**src/rtl/core/rpn_pkg.sv**
```systemverilog
`default_nettype none

package rpn_pkg;

  localparam int unsigned StackDepth = 64;
  localparam int unsigned PtrW       = $clog2(StackDepth);
  localparam int unsigned DepthW     = $clog2(StackDepth + 1);
  localparam int unsigned DataW      = 32;

  localparam logic [7:0] CharZero  = 8'h30;
  localparam logic [7:0] CharNine  = 8'h39;
  localparam logic [7:0] CharPlus  = 8'h2B;
  localparam logic [7:0] CharMinus = 8'h2D;
  localparam logic [7:0] CharStar  = 8'h2A;
  localparam logic [7:0] CharSlash = 8'h2F;
  localparam logic [7:0] CharSpace = 8'h20;
  localparam logic [7:0] CharTab   = 8'h09;
  localparam logic [7:0] CharCr    = 8'h0D;

  typedef enum logic [1:0] {
    STATUS_OK       = 2'd0,
    STATUS_INVALID  = 2'd1,
    STATUS_DIVZERO  = 2'd2,
    STATUS_OVERFLOW = 2'd3
  } status_e;

  typedef enum logic [1:0] {
    OP_ADD = 2'd0,
    OP_SUB = 2'd1,
    OP_MUL = 2'd2,
    OP_DIV = 2'd3
  } op_e;

  typedef enum logic [1:0] {
    ST_IDLE = 2'd0,
    ST_READ = 2'd1,
    ST_DIV  = 2'd2,
    ST_FIN  = 2'd3
  } state_e;

endpackage

`default_nettype wire

```
**src/rtl/core/rpn_ram.sv**
```systemverilog
`default_nettype none

module rpn_ram #(
  parameter int unsigned Width = 32,
  parameter int unsigned Depth = 64
) (
  input  wire logic                     clk_i,
  input  wire logic                     we_i,
  input  wire logic [$clog2(Depth)-1:0] waddr_i,
  input  wire logic [Width-1:0]         wdata_i,
  input  wire logic                     re_i,
  input  wire logic [$clog2(Depth)-1:0] raddr_i,
  output logic      [Width-1:0]         rdata_o
);

  logic [Width-1:0] mem_q [Depth];

  always_ff @(posedge clk_i) begin
    if (we_i) begin
      mem_q[waddr_i] <= wdata_i;
    end
    if (re_i) begin
      rdata_o <= mem_q[raddr_i];
    end
  end

endmodule

`default_nettype wire

```
**src/rtl/core/rpn_divider.sv**
```systemverilog
`default_nettype none

module rpn_divider (
  input  wire logic                       clk_i,
  input  wire logic                       rst_ni,
  input  wire logic                       start_i,
  input  wire logic [rpn_pkg::DataW-1:0]  dividend_i,
  input  wire logic [rpn_pkg::DataW-1:0]  divisor_i,
  output logic                            done_o,
  output logic      [rpn_pkg::DataW-1:0]  quotient_o
);

  localparam int unsigned CntW = $clog2(rpn_pkg::DataW);

  logic                      busy_q, busy_d;
  logic                      done_q, done_d;
  logic [CntW-1:0]           cnt_q, cnt_d;
  logic [rpn_pkg::DataW-1:0] rem_q, rem_d;
  logic [rpn_pkg::DataW-1:0] quo_q, quo_d;
  logic [rpn_pkg::DataW-1:0] dsr_q, dsr_d;
  logic                      neg_q, neg_d;
  logic [rpn_pkg::DataW:0]   shifted;
  logic [rpn_pkg::DataW:0]   diff;

  assign shifted = {rem_q, quo_q[rpn_pkg::DataW-1]};
  assign diff    = shifted - {1'b0, dsr_q};

  always_comb begin
    busy_d = busy_q;
    done_d = 1'b0;
    cnt_d  = cnt_q;
    rem_d  = rem_q;
    quo_d  = quo_q;
    dsr_d  = dsr_q;
    neg_d  = neg_q;
    if (start_i) begin
      busy_d = 1'b1;
      cnt_d  = '0;
      rem_d  = '0;
      quo_d  = dividend_i[rpn_pkg::DataW-1] ? (~dividend_i + 1'b1) : dividend_i;
      dsr_d  = divisor_i[rpn_pkg::DataW-1] ? (~divisor_i + 1'b1) : divisor_i;
      neg_d  = dividend_i[rpn_pkg::DataW-1] ^ divisor_i[rpn_pkg::DataW-1];
    end else if (busy_q) begin
      rem_d = diff[rpn_pkg::DataW] ? shifted[rpn_pkg::DataW-1:0] : diff[rpn_pkg::DataW-1:0];
      quo_d = {quo_q[rpn_pkg::DataW-2:0], ~diff[rpn_pkg::DataW]};
      cnt_d = cnt_q + 1'b1;
      if (cnt_q == CntW'(rpn_pkg::DataW - 1)) begin
        busy_d = 1'b0;
        done_d = 1'b1;
      end
    end
  end

  always_ff @(posedge clk_i or negedge rst_ni) begin
    if (!rst_ni) begin
      busy_q <= 1'b0;
      done_q <= 1'b0;
      cnt_q  <= '0;
    end else begin
      busy_q <= busy_d;
      done_q <= done_d;
      cnt_q  <= cnt_d;
    end
  end

  always_ff @(posedge clk_i) begin
    rem_q <= rem_d;
    quo_q <= quo_d;
    dsr_q <= dsr_d;
    neg_q <= neg_d;
  end

  assign done_o     = done_q;
  assign quotient_o = neg_q ? (~quo_q + 1'b1) : quo_q;

endmodule

`default_nettype wire

```
**src/rtl/core/rpn_stack_evaluator_unit.sv**
```systemverilog
`default_nettype none

// Channel  Direction  Handshake                 Payload
// input    in         in_valid_i / in_ready_o   char_in_i[7:0], last_char_i
// output   out        out_valid_o / out_ready_i value_o[31:0] signed, status_o[1:0]
//
// A whitespace or a digit stays in idle; an add, subtract or multiply also passes the read state
// (the operand below the top is a registered read from the stack memory).
// A divide then waits in the divide state for the 32 iterations of the restoring divider.
// The last character of an expression leads to ST_FIN, which loads the output register.
// Reset clears the control state at once; the stack memory needs no clearing pass.
// A result waiting on out_ready_i does not block input until the next expression ends.

module rpn_stack_evaluator_unit (
  input  wire logic               clk_i,
  input  wire logic               rst_ni,
  input  wire logic               in_valid_i,
  output logic                    in_ready_o,
  input  wire logic [7:0]         char_in_i,
  input  wire logic               last_char_i,
  output logic                    out_valid_o,
  input  wire logic               out_ready_i,
  output logic signed [31:0]      value_o,
  output logic        [1:0]       status_o
);

  rpn_pkg::state_e  state_q, state_d;
  rpn_pkg::status_e err_q, err_d;
  rpn_pkg::op_e     op_q, op_d;
  logic [rpn_pkg::DepthW-1:0] depth_q, depth_d;
  logic [rpn_pkg::DataW-1:0]  tos_q, tos_d;
  logic [7:0]                 pend_char_q, pend_char_d;
  logic [1:0]                 pend_len_q, pend_len_d;
  logic                       last_q, last_d;
  logic                       out_valid_q, out_valid_d;
  logic [rpn_pkg::DataW-1:0]  value_q, value_d;
  rpn_pkg::status_e           status_q, status_d;

  logic       accept;
  logic       is_space;
  logic [7:0] tok_char;
  logic [1:0] tok_len;
  logic [7:0] new_char;
  logic [1:0] new_len;
  logic       tok_push;
  logic       tok_op;
  logic       tok_bad;
  rpn_pkg::op_e tok_opc;

  logic                       mem_we;
  logic [rpn_pkg::PtrW-1:0]   mem_waddr;
  logic                       mem_re;
  logic [rpn_pkg::PtrW-1:0]   mem_raddr;
  logic [rpn_pkg::DataW-1:0]  mem_rdata;
  logic [rpn_pkg::DepthW-1:0] wr_idx;
  logic [rpn_pkg::DepthW-1:0] rd_idx;

  logic                      div_start;
  logic                      div_done;
  logic [rpn_pkg::DataW-1:0] div_quo;
  logic [rpn_pkg::DataW-1:0] mul_lo;
  logic                      slot_free;

  assign accept    = in_valid_i && in_ready_o;
  assign in_ready_o = (state_q == rpn_pkg::ST_IDLE);
  assign slot_free = !out_valid_q || out_ready_i;
  assign wr_idx    = depth_q - rpn_pkg::DepthW'(1);
  assign rd_idx    = depth_q - rpn_pkg::DepthW'(2);
  assign mem_waddr = wr_idx[rpn_pkg::PtrW-1:0];
  assign mem_raddr = rd_idx[rpn_pkg::PtrW-1:0];
  assign mul_lo    = mem_rdata * tos_q;

  always_comb begin
    is_space = (char_in_i == rpn_pkg::CharSpace) ||
               (char_in_i inside {[rpn_pkg::CharTab : rpn_pkg::CharCr]});
    new_char = (pend_len_q == 2'd0) ? char_in_i : pend_char_q;
    new_len  = (pend_len_q == 2'd0) ? 2'd1 : 2'd2;
    if (is_space) begin
      tok_char = pend_char_q;
      tok_len  = pend_len_q;
    end else if (last_char_i) begin
      tok_char = new_char;
      tok_len  = new_len;
    end else begin
      tok_char = new_char;
      tok_len  = 2'd0;
    end
  end

  always_comb begin
    tok_push = 1'b0;
    tok_op   = 1'b0;
    tok_bad  = 1'b0;
    tok_opc  = rpn_pkg::OP_ADD;
    if (tok_len != 2'd0 && err_q == rpn_pkg::STATUS_OK) begin
      if (tok_len != 2'd1) begin
        tok_bad = 1'b1;
      end else if (tok_char inside {[rpn_pkg::CharZero : rpn_pkg::CharNine]}) begin
        tok_push = 1'b1;
      end else begin
        case (tok_char)
          rpn_pkg::CharPlus:  tok_opc = rpn_pkg::OP_ADD;
          rpn_pkg::CharMinus: tok_opc = rpn_pkg::OP_SUB;
          rpn_pkg::CharStar:  tok_opc = rpn_pkg::OP_MUL;
          rpn_pkg::CharSlash: tok_opc = rpn_pkg::OP_DIV;
          default:            tok_bad = 1'b1;
        endcase
        tok_op = !tok_bad;
      end
    end
  end

  always_comb begin
    state_d = state_q;
    case (state_q)
      rpn_pkg::ST_IDLE: begin
        if (accept) begin
          if (tok_op && depth_q >= rpn_pkg::DepthW'(2)) begin
            state_d = rpn_pkg::ST_READ;
          end else if (last_char_i) begin
            state_d = rpn_pkg::ST_FIN;
          end
        end
      end
      rpn_pkg::ST_READ: begin
        if (op_q == rpn_pkg::OP_DIV && tos_q != '0) begin
          state_d = rpn_pkg::ST_DIV;
        end else begin
          state_d = last_q ? rpn_pkg::ST_FIN : rpn_pkg::ST_IDLE;
        end
      end
      rpn_pkg::ST_DIV: begin
        if (div_done) begin
          state_d = last_q ? rpn_pkg::ST_FIN : rpn_pkg::ST_IDLE;
        end
      end
      rpn_pkg::ST_FIN: begin
        if (slot_free) begin
          state_d = rpn_pkg::ST_IDLE;
        end
      end
      default: state_d = rpn_pkg::ST_IDLE;
    endcase
  end

  always_comb begin
    err_d       = err_q;
    op_d        = op_q;
    depth_d     = depth_q;
    tos_d       = tos_q;
    pend_char_d = pend_char_q;
    pend_len_d  = pend_len_q;
    last_d      = last_q;
    out_valid_d = out_valid_q && !out_ready_i;
    value_d     = value_q;
    status_d    = status_q;
    mem_we      = 1'b0;
    mem_re      = 1'b0;
    div_start   = 1'b0;
    case (state_q)
      rpn_pkg::ST_IDLE: begin
        if (accept) begin
          last_d = last_char_i;
          if (is_space || last_char_i) begin
            pend_char_d = '0;
            pend_len_d  = 2'd0;
          end else begin
            pend_char_d = new_char;
            pend_len_d  = new_len;
          end
          if (tok_bad) begin
            err_d = rpn_pkg::STATUS_INVALID;
          end else if (tok_push) begin
            if (depth_q == rpn_pkg::DepthW'(rpn_pkg::StackDepth)) begin
              err_d = rpn_pkg::STATUS_OVERFLOW;
            end else begin
              mem_we  = (depth_q != '0);
              tos_d   = rpn_pkg::DataW'(tok_char - rpn_pkg::CharZero);
              depth_d = depth_q + rpn_pkg::DepthW'(1);
            end
          end else if (tok_op) begin
            if (depth_q < rpn_pkg::DepthW'(2)) begin
              err_d = rpn_pkg::STATUS_INVALID;
            end else begin
              mem_re = 1'b1;
              op_d   = tok_opc;
            end
          end
        end
      end
      rpn_pkg::ST_READ: begin
        case (op_q)
          rpn_pkg::OP_ADD: begin
            tos_d   = mem_rdata + tos_q;
            depth_d = depth_q - rpn_pkg::DepthW'(1);
          end
          rpn_pkg::OP_SUB: begin
            tos_d   = mem_rdata - tos_q;
            depth_d = depth_q - rpn_pkg::DepthW'(1);
          end
          rpn_pkg::OP_MUL: begin
            tos_d   = mul_lo;
            depth_d = depth_q - rpn_pkg::DepthW'(1);
          end
          rpn_pkg::OP_DIV: begin
            if (tos_q == '0) begin
              err_d = rpn_pkg::STATUS_DIVZERO;
            end else begin
              div_start = 1'b1;
            end
          end
          default: err_d = rpn_pkg::STATUS_INVALID;
        endcase
      end
      rpn_pkg::ST_DIV: begin
        if (div_done) begin
          tos_d   = div_quo;
          depth_d = depth_q - rpn_pkg::DepthW'(1);
        end
      end
      rpn_pkg::ST_FIN: begin
        if (slot_free) begin
          out_valid_d = 1'b1;
          if (err_q != rpn_pkg::STATUS_OK) begin
            status_d = err_q;
            value_d  = '0;
          end else if (depth_q != rpn_pkg::DepthW'(1)) begin
            status_d = rpn_pkg::STATUS_INVALID;
            value_d  = '0;
          end else begin
            status_d = rpn_pkg::STATUS_OK;
            value_d  = tos_q;
          end
          err_d       = rpn_pkg::STATUS_OK;
          depth_d     = '0;
          pend_char_d = '0;
          pend_len_d  = 2'd0;
        end
      end
      default: ;
    endcase
  end

  always_ff @(posedge clk_i or negedge rst_ni) begin
    if (!rst_ni) begin
      state_q     <= rpn_pkg::ST_IDLE;
      err_q       <= rpn_pkg::STATUS_OK;
      depth_q     <= '0;
      pend_char_q <= '0;
      pend_len_q  <= 2'd0;
      out_valid_q <= 1'b0;
    end else begin
      state_q     <= state_d;
      err_q       <= err_d;
      depth_q     <= depth_d;
      pend_char_q <= pend_char_d;
      pend_len_q  <= pend_len_d;
      out_valid_q <= out_valid_d;
    end
  end

  always_ff @(posedge clk_i) begin
    op_q     <= op_d;
    tos_q    <= tos_d;
    last_q   <= last_d;
    value_q  <= value_d;
    status_q <= status_d;
  end

  rpn_ram #(
    .Width (rpn_pkg::DataW),
    .Depth (rpn_pkg::StackDepth)
  ) u_stack (
    .clk_i   (clk_i),
    .we_i    (mem_we),
    .waddr_i (mem_waddr),
    .wdata_i (tos_q),
    .re_i    (mem_re),
    .raddr_i (mem_raddr),
    .rdata_o (mem_rdata)
  );

  rpn_divider u_div (
    .clk_i      (clk_i),
    .rst_ni     (rst_ni),
    .start_i    (div_start),
    .dividend_i (mem_rdata),
    .divisor_i  (tos_q),
    .done_o     (div_done),
    .quotient_o (div_quo)
  );

  assign out_valid_o = out_valid_q;
  assign value_o     = value_q;
  assign status_o    = status_q;

  a_read_needs_two : assert property (@(posedge clk_i) disable iff (!rst_ni)
    state_q == rpn_pkg::ST_READ |-> depth_q >= rpn_pkg::DepthW'(2))
    else $error("operator read issued with fewer than two stack entries");

  a_div_done_in_div : assert property (@(posedge clk_i) disable iff (!rst_ni)
    div_done |-> state_q == rpn_pkg::ST_DIV)
    else $error("divider finished outside the divide state");

  a_depth_bound : assert property (@(posedge clk_i) disable iff (!rst_ni)
    mem_we |-> depth_q < rpn_pkg::DepthW'(rpn_pkg::StackDepth) && state_q == rpn_pkg::ST_IDLE)
    else $error("stack write beyond capacity or outside a push");

  a_err_value_zero : assert property (@(posedge clk_i) disable iff (!rst_ni)
    out_valid_o && status_o != rpn_pkg::STATUS_OK |-> value_o == '0)
    else $error("error result carries a nonzero value");

endmodule

`default_nettype wire

```
**config.mk**
```make
export PLATFORM = sky130hd
export DESIGN_NAME = rpn_stack_evaluator_unit
export DESIGN_NICKNAME = d
export VERILOG_FILES = /design/src/rtl/core/rpn_pkg.sv /design/src/rtl/core/rpn_ram.sv /design/src/rtl/core/rpn_divider.sv /design/src/rtl/core/rpn_stack_evaluator_unit.sv
export SDC_FILE = /design/constraint.sdc
export NUM_CORES = 2
export LEC_CHECK = 0
export CORE_AREA = 2 2 664 666
export CTS_CLUSTER_SIZE = 24
export DETAILED_ROUTE_END_ITERATION = 7
export DIE_AREA = 0 0 666 668
export DONT_BUFFER_PORTS = 1
export GPL_TIMING_DRIVEN = 0
export PLACE_DENSITY = 0.45
export SLEW_MARGIN = 10
export SYNTH_ARGS = -nofsm -noshare
export SYNTH_HDL_FRONTEND = slang
export SYNTH_SLANG_ARGS = --single-unit
```
**constraint.sdc**
```tcl
create_clock -name clk_i -period 9.74 [get_ports clk_i]
set_clock_uncertainty 0.1 [all_clocks]
set_input_delay 0.487 -clock clk_i [delete_from_list [all_inputs] [get_ports clk_i]]
set_output_delay 0.487 -clock clk_i [all_outputs]
set_load 0.02 [all_outputs]
```
==> Word-level counts from Yosys, hierarchy flattened <==
Memories as Yosys holds them, arrays and structs flattened. A register that Yosys moved wholly into a read port is not among the register bits.
Index checks and enable logic that the tools add are counted.
{ "classes": {"addsub": 11, "n_mul": 1, "order_cmp": 6, "n_eq_ne": 29, "muxes": 92, "bitwise_logic": 9, "n_reduce_logical": 38} }
{ "ops": {"columns": ["operator", "n"], "rows": [
  ["$mux W32", 10],
  ["$pmux W32 S3", 2],
  ["$add A32 B1 Y32 const B", 3],
  ["$not A32 Y32", 3],
  ["$mux W7", 7],
  ["$mux W2", 21],
  ["$eq A8 B6 Y1 const B", 5],
  ["$mux W8", 5],
  ["$mux W1", 38],
  ["$sub A33 B32 Y33", 1],
  ["$add A32 B32 Y32", 1],
  ["$logic_not A32 Y1", 1],
  ["$mul A32 B32 Y32", 1],
  ["$reduce_bool A32 Y1", 1],
  ["$sub A32 B32 Y32", 1],
  ["$mux W31", 1],
  ["$pmux W7 S4", 1],
  ["$pmux W8 S2", 1],
  ["$reduce_and A7 Y1", 2],
  ["$ne A2 B2 Y1 const B", 6],
  ["$ne A4 B1 Y1 const B", 3],
  ["$pmux W2 S3", 2],
  ["$mux W5", 2],
  ["$sub A8 B6 Y9 const B", 1],
  ["other kinds (37)", 67]
]} }
{ "word_totals": {"regBits": 195, "mem_bits_rw": 2048, "inputBits": 13, "output_inout_bits": 36, "word_cells": 206, "memories": 1} }
{ "memory_table": {"columns": ["memory", "depth", "width", "rd", "rd_ports_with_merged_regs", "write_ports", "line", "source"], "rows": [
  ["u_stack.mem_q", 64, 32, 1, 1, 1, "rpn_ram.sv:16", "logic [Width-1:0] mem_q [Depth];"]
]} }

==> Longest topological paths before layout <==
{ "logic_depth": {"depth_word": 19, "depth_mapped": 27, "mapped_depth_nobuf": 25} }

==> Hierarchy <==
From an unflattened synthesis, not the netlist that was laid out.
{ "hier_totals": {"cells_unflattened": 6828, "hier_area_um2": 109585.1} }
{ "modules_own_cells": {"columns": ["module", "n_inst", "cells_per_inst", "area_each_um2", "seq_area_each_um2"], "rows": [
  ["rpn_ram", 1, 3356, 78634.2, 62459.9],
  ["rpn_stack_evaluator_unit", 1, 2555, 23052.1, 2622.5],
  ["rpn_divider", 1, 917, 7898.8, 2767.7]
]} }

==> Worst setup path after synthesis <==
Ideal clock, no wire load.
{ "synth_timing": {"kind": "register -> register", "from": "reg tos_q[6] in the netlist's numbering", "to": "reg tos_q[27] in the netlist's numbering (data pin)", "setup_ns": 0.279, "arrival_time_ns": 7.572, "t_required_ns": 9.361, "slack_ns": 1.789, "stages_incl_launch_ff": 26, "path_buffers": 2, "synth_period_minus_slack_ns": 7.951, "path_cell_list": "edfxtp_1 > clkbuf_1 > clkbuf_1 > and2_1 > fa_1 > fa_1 > fa_1 > inv_1 > fa_1 > inv_1 > fa_1 > inv_1 > fa_1 > inv_1 > fa_1 > fa_1 > ha_1 > a21o_1 > a21o_1 > a21oi_1 > nand2_1 > o211ai_1 > nand2_1 > a311o_1 > a22oi_1 > o221ai_1"} }
{ "synth_between": {"elab_chain_len": 3, "word_cells_on_any_way": 5, "cone_classes": "add/sub: 2; mul: 1; mux: 2"} }
{ "synth_lines": {"columns": ["item", "line", "source"], "rows": [
  ["start, declared", "rpn_stack_evaluator_unit.sv:31", "logic [rpn_pkg::DataW-1:0] tos_q, tos_d;"],
  ["start signal, assigned", "rpn_stack_evaluator_unit.sv:264", "tos_q <= tos_d;"],
  ["$mul A32 B32 Y32 (tied with other cells)", "rpn_stack_evaluator_unit.sv:71", "assign mul_lo = mem_rdata * tos_q;"],
  ["$pmux W32 S3 (*)", "rpn_stack_evaluator_unit.sv:192", "case (op_q)"],
  ["$pmux W32 S3 (*)", "rpn_stack_evaluator_unit.sv:160", "case (state_q)"],
  ["via tos_d (one bit)", "rpn_stack_evaluator_unit.sv:31", null]
]} }
The timed path passes the listed nets; every way through them passes the cells marked *.
A chain may end at the register's enable or synchronous reset.

==> Final worst setup path <==
{ "layout_timing": {"from": "reg tos_q[2] in the netlist's numbering", "to": "reg tos_q[28] in the netlist's numbering (data pin)"} }
Same word-level chain as after synthesis.

==> results.cfg <==
[outcome]
status = finished, final reports clean

[clock_tree]
cts_tree = yes
cts_made_buffers = 240
clockBufferDepth = 4
h-tree-depth = 4
cts_sinks = 2275
clk_pin_slew_ns = 0.06
cts-root-buf = clkbuf_16
insertion_delay_ns = 0.96

[cells_and_area]
drive_gt1_frac = 0.1916
fillers = 43134
multiInputGateArea_um2 = 38690
syn2layout_area_growth_pct = 18.41
regArea_um2 = 67850
nets = 7546
stdcell_count = 12893
fin_area_um2 = 129200

[grt]
track_usage = 0.1673
grt.overflow.total = 0
grt_pass1_wl_um = 521400
antenna_found_initial = 44
grt_pass1_vias = 63417
grt_max_degree = 33

[die]
core_um2 = 437200
die_area_um2 = 444900
io_pins = 49
rows = 243
floorplan.initialDensity = 0.2495
fp.dieW_um = 666
dieHeight_um = 668

[synthesis]
synth_commonest_cells = edfxtp_1 (2214), mux4_2 (659), inv_1 (459)
avgSynthCellArea_um2 = 16.88
yosysMostFrequentCell = edfxtp_1
async_flop_share = 0.01275
ys.warnings.count = 0
synth_area_leaders = edfxtp_1 (61%), mux4_2 (14%), fa_1 (7.5%), ha_1 (2.4%), and2_1 (1.8%)
yosys.area.top_type_share = 0.6095
syn_inst = 6462
synth-seq-cells = 2275
syn-cell-area_um2 = 109100
synth_edf_count = 2214
synth_cell_types = 84
ys_dominant_reg_cell = edfxtp_1
seq_area_frac_synth = 0.6220
syn_nets = 7091
yosys.area.top_type = edfxtp_1

[setup_path]
reg2reg_depth = 22
worstReg2RegStart = tos_q[2]
cp-startpoint = tos_q[2]
crit_path_start_kind = register
cp_data_arrival_time_ns = 10.10
crit_type = reg -> reg
end_kind = register
cp_max_fo = 10
cp_data_required_time_ns = 10.24

[placement]
place_area_um2 = 121100
place_ws_ns = -0.3717
hpwl_um = 278600
place_congestion = 0.9038
io_buffers = 0
post-place-cells = 12422

[sta]
fin_ws_ns = 0.1484
timing.hold.ws_ns = 0.05590
finalMaxSlewViolations = 0
worst_pin_slew_ns = 1.442
fin_crit_sh = 0.9848
setup_viol = 0
fmax_mhz = 104.3
rsz0062_at_grt = no
min_period_ns = 9.592
finalSetupTns_ns = 0
slew_headroom = 0.03843
hold_viol_final = 0

[drt]
via_per_inst = 4.811
ant_nets = 0
vias = 62022
wl_um = 378500
dr.first_iter.drc_count = 6864
dr.pass1.iters = 7
wl_per_cell_um = 29.36
post-route-drc-count = 0

[pwr]
leakage_nw = 44.66
irDropWorstVdd_mv = 0.1523
power.density_nw_per_um2 = 153.8

[hold_path]
min_path_type = in -> async

[run]
max_cap_viol_count = 0
-- sequential cells by signal, indices dropped and copies added (netlist names), 7 cells and up --
name and count:
depth_q 7, pend_char_q 8, tos_q 32, u_div.dsr_q 32
u_div.quo_q 32, u_div.rem_q 32, u_stack.mem_q 2048, u_stack.rdata_o 32
value_o 32
-- placed cells by master (no fill, tap or decap), drive strengths merged, types with 12 or more instances in the layout --
cell / Yosys / routed
o41ai: 13 / 13
a211oi: 31 / 31
nor3: 42 / 42
o21ai: 188 / 188
mux2i: 39 / 39
edfxtp: 2214 / 2214
or4: 13 / 13
nor2b: 26 / 26
bufinv: 0 / 27
diode: 0 / 12
clkbuf: 294 / 584
nor2: 182 / 182
dfrtp: 29 / 29
and2: 318 / 318
o21a: 22 / 22
fa: 410 / 410
nand2: 422 / 422
o21bai: 14 / 14
clkinvlp: 0 / 13
o211ai: 19 / 19
a21o: 31 / 31
xor2: 112 / 112
inv: 459 / 463
and3: 45 / 45
a21oi: 143 / 143
mux4: 659 / 659
o31ai: 24 / 24
o31a: 12 / 12
o221ai: 12 / 12
nand2b: 26 / 26
buf: 60 / 260
clkinv: 1 / 117
or3: 31 / 31
nand4: 16 / 16
dfxtp: 32 / 32
xnor2: 141 / 141
ha: 206 / 206
nand3: 32 / 32
-- cell type report --
class,count,area share
sequential,2275,0.5253
multi-input combinational,3373,0.2995
tap,5757,0.05577
clock buffer,289,0.04899
timing repair buffer,218,0.03428
inverter,460,0.01337
clock inverter,160,0.01173
buffer,349,0.01081
antenna,12,0.0002325
-- where the power goes --
part           leakage, nW  total [mW]  internal (mW)          switching, mW
Combinational         18.8      0.0228        0.00991                 0.0129
Sequential            22.0        10.6           10.6  0.0000000000000000381
Clock                 3.80        9.28           5.32                   3.96
Total                 44.7        19.9           15.9                   3.97
-- path summary, 6_finish.rpt --
check / to / slack [ns]
worst min register to register: u_div.rem_q[1] / 0.41
min in group clk_i: tos_q[6] / 0.06
worst max register to register: tos_q[28] / 0.15
max in group asynchronous: depth_q[3] / 9.27
worst min-delay path: u_div.cnt_q[3] / 0.06
worst max-delay path: tos_q[28] / 0.15
-- metrics by stage --
step                      total power [mW]  utilization
after floorplan                      10.79            -
after global placement               10.79       0.2660
after detailed placement             10.79       0.2770
after CTS                            20.05       0.2953
after global routing                 20.41       0.2954
final                                19.87       0.2954
-- cell families (layout without fill, tap and decap cells) --
group,after synthesis,after routing,share of synthesized area
muxes,705,705,0.1404
AOI/OAI and AO/OA,603,603,0.03541
other,0,12,0
buffers and inverters,814,1476,0.02810
adders and majority gates,616,616,0.09888
and+or+nand+nor,1195,1195,0.05468
DFF,2275,2275,0.6220
xor gates and xnor gates,254,254,0.02052
-- routing by layer --
layer	global-route usage	part of all wire
met5	0	0.000069
met4	0.05517	0.038
met3	0.02190	0.055
met2	0.2730	0.47
met1	0.2301	0.44
-- timing repair --
| item | in CTS | in global routing |
|---|---|---|
| endpoints found under the setup margin | 7 | 4 |
| endpoints found under the hold margin | 51 | 0 |
| hold buffers | 13 | 0 |
| gates resized for setup | 1 | 8 |
| buffers inserted | 0 | 1 |
-- worst max-delay path: stages (launching register included) --
cell and delay, ns:
edfxtp_1 0.61, clkbuf_1 0.80, clkbuf_1 0.92, and2_1 0.27, fa_1 0.39, inv_1 0.08
fa_1 0.42, fa_1 0.50, fa_1 0.56, inv_1 0.05, fa_1 0.49, fa_1 0.54
fa_1 0.58, fa_1 0.45, ha_1 0.41, and4_1 0.30, nand4_1 0.12, o32ai_1 0.59
o21ai_0 0.27, nand2_1 0.14, xnor2_1 0.18, o221ai_1 0.22, a31o_2 0.30
Power figures use the tool's default switching activity.
